### config.mk
export PLATFORM = sky130hd
export DESIGN_NAME = c_escape_unescaper_unit
export DESIGN_NICKNAME = d
export VERILOG_FILES = /design/src/ceu_pkg.sv /design/src/c_escape_unescaper_unit.sv /design/src/ceu_front.sv /design/src/ceu_queue.sv /design/src/ceu_back.sv
export SDC_FILE = /design/constraint.sdc
export NUM_CORES = 1
export LEC_CHECK = 0
export BUFFER_PORTS_ARGS = -buffer_cell sky130_fd_sc_hd__buf_2
export CAP_MARGIN = 30
export CELL_PAD_IN_SITES_DETAIL_PLACEMENT = 1
export CELL_PAD_IN_SITES_GLOBAL_PLACEMENT = 2
export CORE_MARGIN = 5
export CORE_UTILIZATION = 47
export CTS_CLUSTER_SIZE = 28
export DETAILED_ROUTE_END_ITERATION = 10
export PLACE_DENSITY = 0.93
export SYNTH_ARGS = -nofsm -noshare
export SYNTH_HDL_FRONTEND = slang
export SYNTH_HIERARCHICAL = 1
export SYNTH_SLANG_ARGS = --single-unit
### constraint.sdc
create_clock -name clk -period 5.05 [get_ports clk]
set_clock_uncertainty 0.1 [all_clocks]
set_input_delay 0.7575 -clock clk [delete_from_list [all_inputs] [get_ports clk]]
set_output_delay 0.7575 -clock clk [all_outputs]
set_load 0.005 [all_outputs]
### src/ceu_pkg.sv
`default_nettype none

package ceu_pkg;

    localparam int QUEUE_DEPTH = 4;

    localparam logic [7:0] CHAR_BACKSLASH = 8'h5C;
    localparam logic [7:0] CHAR_X         = 8'h78;
    localparam logic [7:0] CHAR_N         = 8'h6E;
    localparam logic [7:0] CHAR_T         = 8'h74;
    localparam logic [7:0] CHAR_V         = 8'h76;
    localparam logic [7:0] CHAR_B         = 8'h62;
    localparam logic [7:0] CHAR_R         = 8'h72;
    localparam logic [7:0] CHAR_F         = 8'h66;
    localparam logic [7:0] CHAR_A         = 8'h61;
    localparam logic [7:0] CHAR_DQUOTE    = 8'h22;
    localparam logic [7:0] CHAR_SQUOTE    = 8'h27;
    localparam logic [7:0] CHAR_ZERO      = 8'h30;

    localparam logic [7:0] CODE_LF  = 8'h0A;
    localparam logic [7:0] CODE_TAB = 8'h09;
    localparam logic [7:0] CODE_VT  = 8'h0B;
    localparam logic [7:0] CODE_BS  = 8'h08;
    localparam logic [7:0] CODE_CR  = 8'h0D;
    localparam logic [7:0] CODE_FF  = 8'h0C;
    localparam logic [7:0] CODE_BEL = 8'h07;

    typedef struct packed {
        logic [7:0] in_byte;
        logic       in_last;
    } in_word_t;

    typedef struct packed {
        logic [7:0] out_byte;
        logic       run_last;
        logic       string_end;
    } out_word_t;

    typedef struct packed {
        logic       two;
        logic [7:0] first;
        logic [7:0] second;
        logic       last;
    } entry_t;

    typedef struct packed {
        logic   push;
        entry_t entry;
    } front_push_t;

    typedef struct packed {
        logic       hit;
        logic [7:0] value;
    } escape_t;

    typedef struct packed {
        logic       hit;
        logic [3:0] value;
    } hex_t;

    function automatic escape_t simple_escape(input logic [7:0] b);
        escape_t r;
        r.hit   = 1'b1;
        r.value = b;
        case (b)
            CHAR_BACKSLASH: r.value = CHAR_BACKSLASH;
            CHAR_N:         r.value = CODE_LF;
            CHAR_T:         r.value = CODE_TAB;
            CHAR_V:         r.value = CODE_VT;
            CHAR_B:         r.value = CODE_BS;
            CHAR_R:         r.value = CODE_CR;
            CHAR_F:         r.value = CODE_FF;
            CHAR_A:         r.value = CODE_BEL;
            CHAR_DQUOTE:    r.value = CHAR_DQUOTE;
            CHAR_SQUOTE:    r.value = CHAR_SQUOTE;
            default:        r.hit   = 1'b0;
        endcase
        return r;
    endfunction

    function automatic hex_t hex_digit(input logic [7:0] b);
        hex_t r;
        r.hit   = 1'b1;
        r.value = b[3:0];
        case (b) inside
            [8'h30:8'h39]:                r.value = b[3:0];
            [8'h41:8'h46], [8'h61:8'h66]: r.value = b[3:0] + 4'd9;
            default:                      r.hit   = 1'b0;
        endcase
        return r;
    endfunction

    function automatic logic is_octal(input logic [7:0] b);
        logic r;
        r = 1'b0;
        case (b) inside
            [8'h30:8'h37]: r = 1'b1;
            default:       r = 1'b0;
        endcase
        return r;
    endfunction

endpackage

`default_nettype wire

### src/c_escape_unescaper_unit.sv
// C string escape decoder.
// Input channel: drive src (in_byte, in_last) with push; a word is taken at a
// rising edge where push is high and full is low. One source byte can be taken
// every cycle while full is low. Bytes carry the body of a C string literal;
// in_last marks the final byte of a string.
// Result channel: while empty is low, dst holds the oldest decoded byte; it is
// taken at a rising edge where pop is high. run_last marks the final word made
// from one source byte, string_end the final word of the string.
// A source byte yields zero, one or two words; a word enters the queue when
// the byte that made it is taken. The output side moves one word per cycle
// while pop is high, so a byte that makes two words needs two pops.
// A queue of QueueDepth entries, one per producing byte, parts the decoder from
// the output side; when pop stays low the queue fills and full rises, holding
// the input until space frees up. Sustained input rate is one byte per cycle
// as long as the queue has space.
// Reset empties the queue and returns the decoder to normal scanning.
`default_nettype none

module c_escape_unescaper_unit #(
    parameter int QueueDepth = ceu_pkg::QUEUE_DEPTH
) (
    input  wire logic              clk,
    input  wire logic              rst_n,
    input  wire logic              push,
    output logic                   full,
    input  wire ceu_pkg::in_word_t src,
    output logic                   empty,
    input  wire logic              pop,
    output ceu_pkg::out_word_t     dst
);

    ceu_pkg::front_push_t to_queue;
    ceu_pkg::entry_t      head;
    logic                 q_empty;
    logic                 deq;

    ceu_front u_front (
        .clk        (clk),
        .rst_n      (rst_n),
        .push       (push),
        .src        (src),
        .queue_full (full),
        .to_queue   (to_queue)
    );

    ceu_queue #(
        .Depth (QueueDepth)
    ) u_queue (
        .clk        (clk),
        .rst_n      (rst_n),
        .from_front (to_queue),
        .deq        (deq),
        .q_full     (full),
        .q_empty    (q_empty),
        .head       (head)
    );

    ceu_back u_back (
        .clk     (clk),
        .rst_n   (rst_n),
        .head    (head),
        .q_empty (q_empty),
        .pop     (pop),
        .deq     (deq),
        .empty   (empty),
        .dst     (dst)
    );

endmodule

`default_nettype wire

### src/ceu_front.sv
`default_nettype none

module ceu_front (
    input  wire logic              clk,
    input  wire logic              rst_n,
    input  wire logic              push,
    input  wire ceu_pkg::in_word_t src,
    input  wire logic              queue_full,
    output ceu_pkg::front_push_t   to_queue
);

    typedef enum logic [3:0] {
        ST_NORMAL = 4'b0001,
        ST_ESCAPE = 4'b0010,
        ST_HEX    = 4'b0100,
        ST_OCTAL  = 4'b1000
    } scan_state_t;

    scan_state_t mode_reg, mode_next;
    logic [7:0]  value_reg, value_next;

    logic            accept;
    logic [1:0]      cnt;
    logic [7:0]      b;
    logic            last;
    ceu_pkg::escape_t esc;
    ceu_pkg::hex_t    hex;
    ceu_pkg::entry_t  entry;

    assign accept = push && !queue_full;
    assign b      = src.in_byte;
    assign last   = src.in_last;
    assign esc    = ceu_pkg::simple_escape(b);
    assign hex    = ceu_pkg::hex_digit(b);

    always_comb
    begin
        cnt          = 2'd0;
        entry.two    = 1'b0;
        entry.first  = b;
        entry.second = b;
        entry.last   = last;
        mode_next    = mode_reg;
        value_next   = value_reg;
        case (mode_reg)
            ST_NORMAL:
            begin
                if (b == ceu_pkg::CHAR_BACKSLASH && !last)
                begin
                    mode_next = ST_ESCAPE;
                end
                else
                begin
                    cnt = 2'd1;
                end
            end
            ST_ESCAPE:
            begin
                mode_next = ST_NORMAL;
                if (esc.hit)
                begin
                    cnt         = 2'd1;
                    entry.first = esc.value;
                end
                else if (b == ceu_pkg::CHAR_X)
                begin
                    value_next = 8'd0;
                    if (last)
                    begin
                        cnt         = 2'd1;
                        entry.first = 8'd0;
                    end
                    else
                    begin
                        mode_next = ST_HEX;
                    end
                end
                else if (ceu_pkg::is_octal(b))
                begin
                    value_next = {5'd0, b[2:0]};
                    if (last)
                    begin
                        cnt         = 2'd1;
                        entry.first = {5'd0, b[2:0]};
                    end
                    else
                    begin
                        mode_next = ST_OCTAL;
                    end
                end
                else
                begin
                    cnt          = 2'd2;
                    entry.first  = ceu_pkg::CHAR_BACKSLASH;
                    entry.second = b;
                end
            end
            ST_HEX, ST_OCTAL:
            begin
                if ((mode_reg == ST_HEX) ? hex.hit : ceu_pkg::is_octal(b))
                begin
                    value_next = (mode_reg == ST_HEX) ? {value_reg[3:0], hex.value}
                                                      : {value_reg[4:0], b[2:0]};
                    if (last)
                    begin
                        cnt         = 2'd1;
                        entry.first = value_next;
                        mode_next   = ST_NORMAL;
                    end
                end
                else
                begin
                    entry.first = value_reg;
                    if (b == ceu_pkg::CHAR_BACKSLASH && !last)
                    begin
                        cnt       = 2'd1;
                        mode_next = ST_ESCAPE;
                    end
                    else
                    begin
                        cnt       = 2'd2;
                        mode_next = ST_NORMAL;
                    end
                end
            end
            default:
            begin
                mode_next = ST_NORMAL;
            end
        endcase
        if (last)
        begin
            mode_next  = ST_NORMAL;
            value_next = 8'd0;
        end
        entry.two = (cnt == 2'd2);
    end

    assign to_queue.push  = accept && (cnt != 2'd0);
    assign to_queue.entry = entry;

    always_ff @(posedge clk or negedge rst_n)
    begin
        if (!rst_n)
        begin
            mode_reg  <= ST_NORMAL;
            value_reg <= 8'd0;
        end
        else if (accept)
        begin
            mode_reg  <= mode_next;
            value_reg <= value_next;
        end
    end

    a_last_emits: assert property (@(posedge clk) disable iff (!rst_n)
        (accept && last) |-> to_queue.push)
        else $error("end of string produced no word");

    a_last_resets: assert property (@(posedge clk) disable iff (!rst_n)
        (accept && last) |=> (mode_reg == ST_NORMAL && value_reg == 8'd0))
        else $error("scan state not cleared after end of string");

endmodule

`default_nettype wire

### src/ceu_queue.sv
`default_nettype none

module ceu_queue #(
    parameter int Depth = ceu_pkg::QUEUE_DEPTH
) (
    input  wire logic                 clk,
    input  wire logic                 rst_n,
    input  wire ceu_pkg::front_push_t from_front,
    input  wire logic                 deq,
    output logic                      q_full,
    output logic                      q_empty,
    output ceu_pkg::entry_t           head
);

    localparam int PtrW = (Depth > 1) ? $clog2(Depth) : 1;
    localparam int CntW = $clog2(Depth + 1);

    ceu_pkg::entry_t mem_reg [Depth];
    logic [PtrW-1:0] wr_ptr_reg, rd_ptr_reg;
    logic [CntW-1:0] count_reg;
    logic            do_push, do_pop;

    assign q_full  = (count_reg == CntW'(Depth));
    assign q_empty = (count_reg == '0);
    assign head    = mem_reg[rd_ptr_reg];
    assign do_push = from_front.push && !q_full;
    assign do_pop  = deq && !q_empty;

    function automatic logic [PtrW-1:0] bump(input logic [PtrW-1:0] p);
        return (p == PtrW'(Depth - 1)) ? '0 : p + 1'b1;
    endfunction

    always_ff @(posedge clk)
    begin
        if (do_push)
        begin
            mem_reg[wr_ptr_reg] <= from_front.entry;
        end
    end

    always_ff @(posedge clk or negedge rst_n)
    begin
        if (!rst_n)
        begin
            wr_ptr_reg <= '0;
            rd_ptr_reg <= '0;
            count_reg  <= '0;
        end
        else
        begin
            if (do_push)
            begin
                wr_ptr_reg <= bump(wr_ptr_reg);
            end
            if (do_pop)
            begin
                rd_ptr_reg <= bump(rd_ptr_reg);
            end
            if (do_push && !do_pop)
            begin
                count_reg <= count_reg + 1'b1;
            end
            else if (do_pop && !do_push)
            begin
                count_reg <= count_reg - 1'b1;
            end
        end
    end

    a_count_bound: assert property (@(posedge clk) disable iff (!rst_n)
        count_reg <= CntW'(Depth))
        else $error("queue count past depth");

endmodule

`default_nettype wire

### src/ceu_back.sv
`default_nettype none

module ceu_back (
    input  wire logic            clk,
    input  wire logic            rst_n,
    input  wire ceu_pkg::entry_t head,
    input  wire logic            q_empty,
    input  wire logic            pop,
    output logic                 deq,
    output logic                 empty,
    output ceu_pkg::out_word_t   dst
);

    logic second_reg;
    logic final_word;
    logic take;

    assign empty          = q_empty;
    assign take           = pop && !q_empty;
    assign final_word     = second_reg || !head.two;
    assign dst.out_byte   = second_reg ? head.second : head.first;
    assign dst.run_last   = final_word;
    assign dst.string_end = final_word && head.last;
    assign deq            = take && final_word;

    always_ff @(posedge clk or negedge rst_n)
    begin
        if (!rst_n)
        begin
            second_reg <= 1'b0;
        end
        else if (take)
        begin
            second_reg <= !final_word;
        end
    end

    a_second_valid: assert property (@(posedge clk) disable iff (!rst_n)
        second_reg |-> (!q_empty && head.two))
        else $error("second word selected without a two-word entry");

endmodule

`default_nettype wire
* Word-level counts from Yosys, hierarchy flattened
Memory sizes are Yosys's and may differ from the RTL's.
Cells that the tools add are included.
** Storage, ports and cells
- Flip-flop bits (word level) :: 20
- Bits in latches :: 0
- Bits in writable memories :: 72
- ROM bits :: 0
- Input bits :: 13
- Output and inout port bits :: 12
- Word-level logic and storage cells :: 124
- Memories :: 1
** Cells by class
- $add $sub $neg :: 5
- Multipliers :: 0
- Divide/modulo/power cells :: 0
- $lt $le $gt $ge :: 7
- Equality and inequality tests :: 24
- Shifts and indexed selects :: 0
- Muxes and demuxes :: 50
- Bitwise gates (word level) :: 0
- Reductions and logical operators :: 31
** Memories
- u_queue.mem_reg :: depth 4, width 18, rd ports 1, clocked after memory_dff 0, wr ports 1, RTL line ceu_queue.sv:18 : ceu_pkg::entry_t mem_reg [Depth];
** Operators by type and width (count)
- two-way mux 8 bit :: 14
- case mux 8 bit (10 select lines) :: 1
- == test 8 x 7 -> 1 bit, second input constant :: 9
- two-way mux 4 bit :: 8
- case mux 8 bit (2 select lines) :: 2
- == test 8 x 6 -> 1 bit, second input constant :: 2
- greater-or-equal comparator 8 x 7 -> 1 bit, second input constant :: 2
- less-or-equal comparator 8 x 6 -> 1 bit, second input constant :: 2
- less-or-equal comparator 8 x 7 -> 1 bit, second input constant :: 2
- two-way mux 2 bit :: 8
- logical AND 1 bit :: 14
- two-way mux 1 bit :: 13
- case mux 4 bit (3 select lines) :: 1
- OR reduction 10 bit :: 1
- greater-or-equal comparator 8 x 6 -> 1 bit, second input constant :: 1
- zero test 1 bit :: 7
- == test 2 bit, second input constant :: 3
- two-way mux 3 bit :: 2
- != test 3 x 2 -> 1 bit, second input constant :: 2
- != test 3 bit, second input constant :: 2
- case mux 2 bit (3 select lines) :: 1
- AND reduction 5 bit :: 1
- adder 2 x 1 -> 2 bit, second input constant :: 2
- adder 4 bit, second input constant :: 1
- 14 further kinds :: 16

* Longest topological paths before layout
Gate-level depths: netlist (run 1).
- Word-level depth :: 17
- Gate-level depth with buffers :: 17
- Gate-level depth less buffers :: 15

* Modules after synthesis
Netlist (run 1), hierarchy kept.
** By module, submodules not included
- ceu_queue :: instances 1, cells an instance 131, area each 3046.7 sq um, sequential area each 2337.2 sq um
- ceu_front :: instances 1, cells an instance 229, area each 1757.9 sq um, sequential area each 301.5 sq um
- ceu_back :: instances 1, cells an instance 18, area each 187.7 sq um, sequential area each 25.0 sq um

* Worst setup path after synthesis (run 1)
No wires, ideal clock.
- Path kind :: input -> register
- Start :: in src[2] in the netlist's numbering
- End :: reg u_queue.count_reg[2]
- Setup time :: 0.079 ns
- Arrival time :: 3.626 ns
- Required time :: 4.871 ns
- Path slack :: 1.245 ns
- Stages :: 17
- Path buffers :: 2
- Cell sequence :: clkbuf_1 -> inv_1 -> ha_1 -> nor3b_1 -> nor4b_1 -> and3_1 -> buf_2 -> nor2_1 -> o21ai_1 -> a221oi_1 -> nor2b_4 -> ha_1 -> inv_1 -> fa_1 -> xor2_1 -> nor2_1 -> xor2_1
** RTL lines
- start, declared :: RTL line c_escape_unescaper_unit.sv:26 : input wire ceu_pkg::in_word_t src,
- end signal, assigned :: RTL line ceu_queue.sv:61 : count_reg <= count_reg + 1'b1;
- end signal, assigned :: RTL line ceu_queue.sv:65 : count_reg <= count_reg - 1'b1;
- end, declared :: RTL line ceu_queue.sv:20 : logic [CntW-1:0] count_reg;

==> flow_summary.ini, run 1 <==
[status]
outcome = finished clean

[place]
hpwl_um = 8210
place.gp.congestion = 0.842
numPortBuffers = 24
post_placement_worst_setup_slack_ns = 0.636
place_inst = 512

[timing]
timing.hold.ws_ns = 0.229
worst_pin_slew_ns = 0.887
grt_setup_unrepaired = false
slew-limit-headroom_pct = 40.9
period_needed_ns = 4.04
setup_total_negative_slack_ns = 0
timing.final.hold_violations = 0
setup-violations-final = 0
fin_ws_ns = 1.01
slew_viol_final = 0
max_clock_freq_ghz = 0.247
post-route-period-util_pct = 80.1

[worst_setup_path]
worst_setup_path_end_kind = register
critPathMostFrequentCell = nor2_1
timing.critical_path.fanout_max = 13
path_buf_inv = 3
critical_path_s_slowest_cell = a221oi_1
critPathRequiredTime_ns = 5.24
criticalPathCategory = in2reg
setup.reg_to_reg.worst_slack_ns = 1.43
timing.critical_path.max_delay_family = simple AND/OR/NAND/NOR gates
critical_path_source_type = primary input
cp_slowest_stage_delay_ns = 0.41
cp_data_arrival_time_ns = 4.24
timing.critical_path.cells = buf_2, inv_1, ha_1, nor2_1, o211ai_1, and3_1, nor2_1, o21ai_1, a221oi_1, nor2b_4, ha_1, inv_1, fa_1, xor2_1, nor2_1, xor2_1

[cells_and_area]
diodes = 0
layout-drive-gt1-share_pct = 25.0
commonest_non_fill_non_tap_cell_in_the_layout = edfxtp_1
most-common-layout-cells = edfxtp_1, buf_2, nor2_1
design.final.nets = 411
synthToLayoutAreaGrowth_pct = 6.87
largest_reg_flops = 72
layout.cells.non_filler = 528

[floorplanning]
row_count = 37
floorplan.initialDensity_pct = 48.4
die-width_um = 113
boundaryPins = 25
floorplan.die_area_sq_um = 12800
fp.coreArea_sq_um = 10300
dieHeight_um = 113

[yosys]
async_reset_ff_share_pct = 21.7
synth_area_sq_um = 4990
synthesis.yosys.warnings = 6
synth.avg_cell_area_sq_um = 13.2
ys_seq_elements = 92
netlist_instances = 378
synth.lib_cells_used.distinct = 71
synth-main-ff-cell = edfxtp_1
synth_sequential_area_ratio_pct = 53.4
syn_nets = 402
synth_edf_count = 72

[worst_hold_path]
timing.hold.worst.class = in2async

[clock_tree]
cts_hold_buf = 0
cts-buffers-inserted = 9
tritoncts = yes
h-tree-depth = 3
worst_setup_hold_path_clk_slew_ns = 0.10
clock_sinks = 92
post_cts_resized = 0
clock_latency_ns = 0.37
clock-root-buffer = clkbuf_8
clock_path_buffers = 2
post_cts_setup_driven_buffer_insertion_count = 0

[routing]
vias_per_cell = 6.00
first_pass_iters = 5
detail_route.wirelength_um = 11800
detail-route-antenna-nets = 0
routed-via-count = 3169
wl_per_cell_um = 22.4
drt_first_iter_violations = 252
drcViolationCount = 0

[power]
power.density_nw_per_um2 = 447
pleak_nw = 1.87
power.ir.vdd_worst_mv = 0.174

[grt]
wire_length_of_the_first_global_routing_pass_um = 19100
grt_ovf = 0
grt_max_degree = 30
grt_pass1_vias = 3353
grt_util_all_layers_pct = 19.4
antenna_found_initial = 0

[run]
cap_viol_max_count = 0
==> power by group <==
part / internal, mW / total, mW / switching, mW / leakage, nW
Sequential: 0.957 / 1.11 / 0.157 / 0.908
Combinational: 0.424 / 0.788 / 0.364 / 0.872
Clock: 0.201 / 0.481 / 0.280 / 0.0918
Total: 1.58 / 2.38 / 0.801 / 1.87
==> kinds of logic after synthesis <==
family	Yosys count	synth area share [%]
simple gates	109	13.1
flops	92	53.4
compound gates	70	9.52
mux	52	16.2
buf+inv	40	4.19
fa+ha+maj	11	2.91
xor+xnor	4	0.702
==> metrics by stage <==
stage / util [%] / power (mW) / cell area [sq um]
6_report: 51.7 / 2.38 / 5340
5_1_grt: 51.7 / 2.54 / 5340
4_1_cts: 51.7 / 2.41 / 5340
3_5_place_dp: 49.8 / 1.93 / 5140
3_3_place_gp: 49.8 / 1.87 / 5140
2_1_floorplan: - / 1.69 / 4990
==> metal layers <==
metal	up-vias	track usage [%]	share of wire [%]
li1	1459	-	-
met1	1611	26.7	44
met2	86	32.1	50
met3	13	2.83	4.7
met4	0	5.77	1.4
met5	-	0	0
==> worst reg2reg max path, delay by kind of cell (launching register included) <==
family,cells,cell delay (ns)
simple gates,4,1.19
mux,1,0.28
fa+ha+maj,2,0.64
buf+inv,1,0.08
flops,1,0.53
compound gates,3,0.69
==> synth_stat cells (3+ instances only) <==
master | number | area share, %
a21o_1 | 5 | 0.75
a21oi_1 | 21 | 2.1
and2_1 | 8 | 1.0
buf_2 | 5 | 0.50
buf_4 | 12 | 1.8
clkbuf_1 | 12 | 0.90
dfrtp_1 | 19 | 9.5
edfxtp_1 | 72 | 43
ha_1 | 10 | 2.5
inv_1 | 9 | 0.68
mux2_1 | 5 | 1.1
mux2_2 | 10 | 2.3
mux2_4 | 9 | 2.7
mux2i_1 | 10 | 2.0
mux4_2 | 18 | 8.1
nand2_1 | 18 | 1.4
nand2b_1 | 4 | 0.50
nand3_1 | 12 | 1.2
nand3b_1 | 3 | 0.45
nand4_1 | 4 | 0.50
nor2_1 | 23 | 1.7
nor2b_1 | 4 | 0.50
nor3_1 | 7 | 0.70
nor3b_1 | 4 | 0.60
o211ai_1 | 5 | 0.75
o21ai_0 | 13 | 1.3
o21ai_1 | 5 | 0.50
o22ai_1 | 3 | 0.38
xor2_1 | 3 | 0.53
==> final cells by class <==
type                            count  area [sq um]
Multi-Input combinational cell    246          2120
Tap cell                          136           170
Timing Repair Buffer               29           158
Sequential cell                    92          2660
Clock inverter                      6          52.6
Inverter                            9          33.8
Fill cell                        1043          4990
Clock buffer                       10           138
==> final timing paths <==
kind,startpoint,end,depth (start not counted)
worst max-delay path,src[1],u_queue/count_reg[2],16
worst min-delay path,rst_n,u_queue/count_reg[0],1
worst max register to register,u_front/mode_reg[1],u_queue/count_reg[1],11
worst min register to register,u_front/value_reg[5],u_front/value_reg[5],1
max in group asynchronous,rst_n,u_front/mode_reg[0],1
min in group clk,u_front/value_reg[5],u_front/value_reg[5],1
Power figures use the tool's default switching activity.
==> inputs of run 2 (changes only) <==
--- a/config.mk
+++ b/config.mk
@@ -10,10 +10,10 @@
 export CELL_PAD_IN_SITES_DETAIL_PLACEMENT = 1
 export CELL_PAD_IN_SITES_GLOBAL_PLACEMENT = 2
 export CORE_MARGIN = 5
-export CORE_UTILIZATION = 47
+export CORE_UTILIZATION = 44
 export CTS_CLUSTER_SIZE = 28
 export DETAILED_ROUTE_END_ITERATION = 10
-export PLACE_DENSITY = 0.93
+export PLACE_DENSITY = 0.88
 export SYNTH_ARGS = -nofsm -noshare
 export SYNTH_HDL_FRONTEND = slang
 export SYNTH_HIERARCHICAL = 1
==> constraint.sdc (replaced) <==
create_clock -name clk -period 4.2 [get_ports clk]
set_clock_uncertainty 0.1 [all_clocks]
set_input_delay 0.63 -clock clk [delete_from_list [all_inputs] [get_ports clk]]
set_output_delay 0.63 -clock clk [all_outputs]
set_load 0.005 [all_outputs]
==> run 2 against run 1 <==
Against the previous run:
- hold slack got worse by 0.069 ns
- flip-flop and latch count unchanged
- clock power is 72% higher
- die area increased by 6.2%
- first-iteration DRC count down 8.3%
- largest power group unchanged
- total power up 31%
- global-route usage down 0.86 points
- highest routed layer unchanged
==> flow_summary.ini, run 2 (synthesized netlist as in run 1, its figures left out) <==
[clock_tree]
clock_path_buffers = 2
clock_sinks = 92
tritoncts = yes
h-tree-depth = 3
clock-root-buffer = clkbuf_16
clock_latency_ns = 0.34
cts_hold_buf = 0
post_cts_resized = 0
worst_setup_hold_path_clk_slew_ns = 0.07
cts-buffers-inserted = 9
post_cts_setup_driven_buffer_insertion_count = 0

[worst_setup_path]
critPathRequiredTime_ns = 4.35
critical_path.reg2reg.endpoint = u_queue/count_reg[2]
timing.critical_path.fanout_max = 12
reg2reg_depth = 14
timing.critical_path.cells = buf_2, buf_4, ha_1, nor3b_1, nor4b_1, and3_1, nor2_1, o21ai_1, a221oi_1, nor2b_4, ha_1, inv_1, fa_1, xor2_1, nor2_1, xor2_1
criticalPathCategory = in2reg
path_buf_inv = 3
cp_data_arrival_time_ns = 3.78
timing.rr.start = u_front/mode_reg[0]
setup.reg_to_reg.worst_slack_ns = 0.78
critical_path_s_slowest_cell = a221oi_1
cp_slowest_stage_delay_ns = 0.41
timing.critical_path.max_delay_family = simple AND/OR/NAND/NOR gates
worst_setup_path_end_kind = register
critical_path_source_type = primary input

[timing]
max_clock_freq_ghz = 0.276
post-route-period-util_pct = 86.2
slew-limit-headroom_pct = 42.9
timing.final.hold_violations = 0
worst_pin_slew_ns = 0.856
setup_total_negative_slack_ns = 0
setup-violations-final = 0
period_needed_ns = 3.62
slew_viol_final = 0
grt_setup_unrepaired = false

[place]
numPortBuffers = 24
place.gp.congestion = 0.830
hpwl_um = 8410
postPlaceCellArea_sq_um = 5210
place_inst = 527

[cells_and_area]
sequential_area_sq_um = 2660
cell_area_after_layout_sq_um = 5520
layout.cells.non_filler = 543
most-common-layout-cells = edfxtp_1, buf_2, nor2_1
fillCellCount = 1137
diodes = 0
layout-drive-gt1-share_pct = 26.5
design.final.nets = 419
synthToLayoutAreaGrowth_pct = 10.7
commonest_non_fill_non_tap_cell_in_the_layout = edfxtp_1
area_of_combinational_cells_with_multiple_inputs_sq_um = 2120
largest_reg_flops = 72
utilization_pct = 49.0

[routing]
drt_first_iter_violations = 231
drcViolationCount = 0
routed-via-count = 3239
first_pass_iters = 4
detail_route.wirelength_um = 12100
vias_per_cell = 5.97
detail-route-antenna-nets = 0
wl_per_cell_um = 22.3

[floorplanning]
floorplan.initialDensity_pct = 44.3
boundaryPins = 25
die-width_um = 117
fp.coreArea_sq_um = 11300
floorplan.die_area_sq_um = 13600
row_count = 39
dieHeight_um = 117

[power]
pleak_nw = 1.97
report.power.total_mw = 3.11
power.density_nw_per_um2 = 564
power.ir.vdd_worst_mv = 0.325

[run]
cap_viol_max_count = 0

[grt]
grt_util_all_layers_pct = 18.6
wire_length_of_the_first_global_routing_pass_um = 18800
grt_max_degree = 21
grt_pass1_vias = 3315
grt_ovf = 0
antenna_found_initial = 0

[status]
outcome = finished clean

[worst_hold_path]
timing.hold.worst.class = in2async
==> run 2: metal layers <==
layer	vias up	part of all wire [%]	global-route usage, %
met4	0	1.3	5.26
met1	1684	43	23.6
li1	1476	-	-
met3	14	3.5	3.42
met2	65	52	32.4
met5	-	0	0
==> run 2: how the worst max path moves through the flow <==
| stage | startpoint | depth (start not counted) | slack, ns | endpoint |
|---|---|---|---|---|
| after floorplan | src[2] | 17 | 0.52 | u_queue/count_reg[2] |
| after global placement | src[2] | 16 | 0.36 | u_queue/count_reg[2] |
| after detailed placement | src[1] | 16 | 0.27 | u_queue/count_reg[2] |
| after CTS | src[1] | 16 | 0.61 | u_queue/count_reg[2] |
| after global routing | src[2] | 16 | 0.33 | u_queue/count_reg[2] |
| final | src[1] | 16 | 0.58 | u_queue/count_reg[2] |
==> run 2: area by class of cell <==
class	count	area share [%]
clock buffers	10	4.33
multi-input cells	246	38.4
flip-flops and latches	92	48.2
repair buffers	37	3.94
inverters	9	0.612
well taps	143	3.24
clock inverters	6	1.29
==> run 2: worst reg2reg max path, cell delays in order (launching register included) <==
cell,delay [ns]
dfstp_2,0.63
nor4b_4,0.07
buf_4,0.20
nand2_2,0.08
a21oi_1,0.14
nor2_1,0.24
o21ai_1,0.10
a221oi_1,0.41
nor2b_4,0.30
ha_1,0.22
inv_1,0.07
fa_1,0.37
xor2_1,0.15
nor2_1,0.12
xor2_1,0.15
==> run 2: metrics by stage <==
stage	setup slack, ns	hold WS (ns)
2_1_floorplan	0.522	0.234
3_3_place_gp	0.362	0.395
3_5_place_dp	0.272	0.400
4_1_cts	0.606	0.163
5_1_grt	0.330	0.195
6_report	0.578	0.160
==> run 2: report_power, final <==
part / internal [mW] / switching (mW)
clock network: 0.484 / 0.344
logic: 0.511 / 0.456
registers: 1.15 / 0.165
==> inputs of run 3 (changes only) <==
--- a/config.mk
+++ b/config.mk
@@ -10,10 +10,11 @@
 export CELL_PAD_IN_SITES_DETAIL_PLACEMENT = 1
 export CELL_PAD_IN_SITES_GLOBAL_PLACEMENT = 2
 export CORE_MARGIN = 5
-export CORE_UTILIZATION = 44
+export CORE_UTILIZATION = 47
 export CTS_CLUSTER_SIZE = 28
 export DETAILED_ROUTE_END_ITERATION = 10
-export PLACE_DENSITY = 0.88
+export PLACE_DENSITY = 0.93
+export SLEW_MARGIN = 5
 export SYNTH_ARGS = -nofsm -noshare
 export SYNTH_HDL_FRONTEND = slang
 export SYNTH_HIERARCHICAL = 1
==> constraint.sdc (replaced) <==
create_clock -name clk -period 4.45 [get_ports clk]
set_clock_uncertainty 0.1 [all_clocks]
set_input_delay 0.6675 -clock clk [delete_from_list [all_inputs] [get_ports clk]]
set_output_delay 0.6675 -clock clk [all_outputs]
set_load 0.005 [all_outputs]
==> run 3 against run 2 <==
Against the previous run:
- setup slack got worse by 0.015 ns
- hold slack gained 0.0079 ns
- flip-flop and latch count unchanged
- sequential power down 5%
- critical path depth decreased by 2
- count of clock-buffer cells in the layout rose by 2
- routed wire length decreased by 4.9%
- global-route usage up 0.34 points
- critical endpoint is now u_queue/count_reg[1]
- largest cell class unchanged
- largest power group unchanged
- highest routed layer unchanged
==> flow_summary.ini, run 3 (synthesized netlist as in run 1, its figures left out) <==
[worst_hold_path]
timing.hold.worst.class = in2async

[timing]
fin_ws_ns = 0.563
grt_setup_unrepaired = false
slew-limit-headroom_pct = 42.1
timing.hold.ws_ns = 0.168
max_clock_freq_ghz = 0.257
worst_pin_slew_ns = 0.869
setup_total_negative_slack_ns = 0
period_needed_ns = 3.89
setup-violations-final = 0
timing.final.hold_violations = 0
post-route-period-util_pct = 87.4
slew_viol_final = 0

[status]
outcome = finished clean

[run]
cap_viol_max_count = 0

[cells_and_area]
commonest_non_fill_non_tap_cell_in_the_layout = edfxtp_1
layout-drive-gt1-share_pct = 25.0
synthToLayoutAreaGrowth_pct = 7.47
utilization_pct = 52.0
diodes = 0
largest_reg_flops = 72
design.final.nets = 411
most-common-layout-cells = edfxtp_1, buf_2, nor2_1

[routing]
drt_first_iter_violations = 227
drcViolationCount = 0
first_pass_iters = 4
vias_per_cell = 6.00
detail-route-antenna-nets = 0
routed-via-count = 3166
wl_per_cell_um = 21.8
detail_route.wirelength_um = 11500

[floorplanning]
die-width_um = 113
dieHeight_um = 113
floorplan.die_area_sq_um = 12800
fp.coreArea_sq_um = 10300
boundaryPins = 25
row_count = 37
floorplan.initialDensity_pct = 48.4

[worst_setup_path]
cp_data_arrival_time_ns = 4.04
timing.critical_path.fanout_max = 13
critPathRequiredTime_ns = 4.61
worst_setup_path_end_kind = register
critical_path_source_type = primary input
criticalPathCategory = in2reg

[clock_tree]
worst_setup_hold_path_clk_slew_ns = 0.09
clock_latency_ns = 0.36
cts-buffers-inserted = 9
clock_path_buffers = 2
post_cts_setup_driven_buffer_insertion_count = 0
clock_sinks = 92
cts_hold_buf = 0
post_cts_resized = 0
h-tree-depth = 3
clock-root-buffer = clkbuf_8
tritoncts = yes

[power]
switching_part_of_the_total_power_pct = 31.9
power.density_nw_per_um2 = 514
report.power.total_mw = 2.76
p_switching_mw = 0.880
power.clock.fraction_pct = 21.8
pleak_nw = 1.89
power.ir.vdd_worst_mv = 0.232
p_seq_share_pct = 45.7
power_report.internal_total_mw = 1.88
combPwrFrac_pct = 32.5

[grt]
grt_util_all_layers_pct = 18.9
grt_pass1_vias = 3392
wire_length_of_the_first_global_routing_pass_um = 18700
antenna_found_initial = 0
grt_ovf = 0
grt_max_degree = 30

[place]
numPortBuffers = 24
hpwl_um = 7950
post_placement_worst_setup_slack_ns = 0.176
place.gp.congestion = 0.812
-- run 3: critical path, cell delays in order --
cell and delay [ns]:
buf_2 0.23, inv_1 0.14, ha_1 0.30, nor3b_1 0.16, nor4b_1 0.43, and3_1 0.44
nor2_1 0.12, o21ai_1 0.22, a221oi_1 0.12, nor2b_4 0.19, ha_1 0.24, inv_1 0.08
fa_1 0.42, mux2_2 0.27
-- run 3: power groups by stage --
| stage | clock (mW) | combinational (mW) | sequential [mW] |
|---|---|---|---|
| 2_1_floorplan | 0 | 0.751 | 1.16 |
| 3_3_place_gp | 0 | 0.848 | 1.27 |
| 3_5_place_dp | 0 | 0.901 | 1.28 |
| 4_1_cts | 0.609 | 0.908 | 1.27 |
| 5_1_grt | 0.667 | 0.978 | 1.28 |
| 6_report | 0.601 | 0.896 | 1.26 |
-- run 3: worst paths after layout --
kind	from	endpoint	slack, ns	depth (start not counted)
max in group asynchronous	rst_n	u_front/mode_reg[0]	3.72	1
worst min-delay path	rst_n	u_front/mode_reg[1]	0.17	1
worst max-delay path	src[1]	u_queue/count_reg[1]	0.56	14
worst max register to register	u_front/mode_reg[1]	u_queue/count_reg[1]	0.80	11
worst min register to register	u_front/value_reg[7]	u_front/value_reg[7]	0.43	1
min in group clk	u_front/value_reg[7]	u_front/value_reg[7]	0.43	1
-- run 3: per-stage QoR --
stage / cell area (sq um) / instances
2_1_floorplan: 4990 / 378
3_3_place_gp: 5140 / 512
3_5_place_dp: 5140 / 512
4_1_cts: 5370 / 528
5_1_grt: 5370 / 528
6_report: 5370 / 528
-- run 3: final cells by class --
cell class	count	area [sq um]
clock buffers	12	165
fillers	1047	4960
clock inverters	4	55.1
well taps	136	170
flip-flops and latches	92	2660
inverters	9	33.8
repair buffers	29	158
multi-input cells	246	2120
-- run 3: routing by layer --
layer  vias up  global-route usage [%]  part of all wire, %  routed length, um
li1       1454                       -                    -                  -
met1      1626                    24.6                   43               5000
met2        68                    32.2                   52               5950
met3        18                    3.64                  3.3                380
met4         0                    5.61                  1.7                195
met5         -                       0                    0                  0
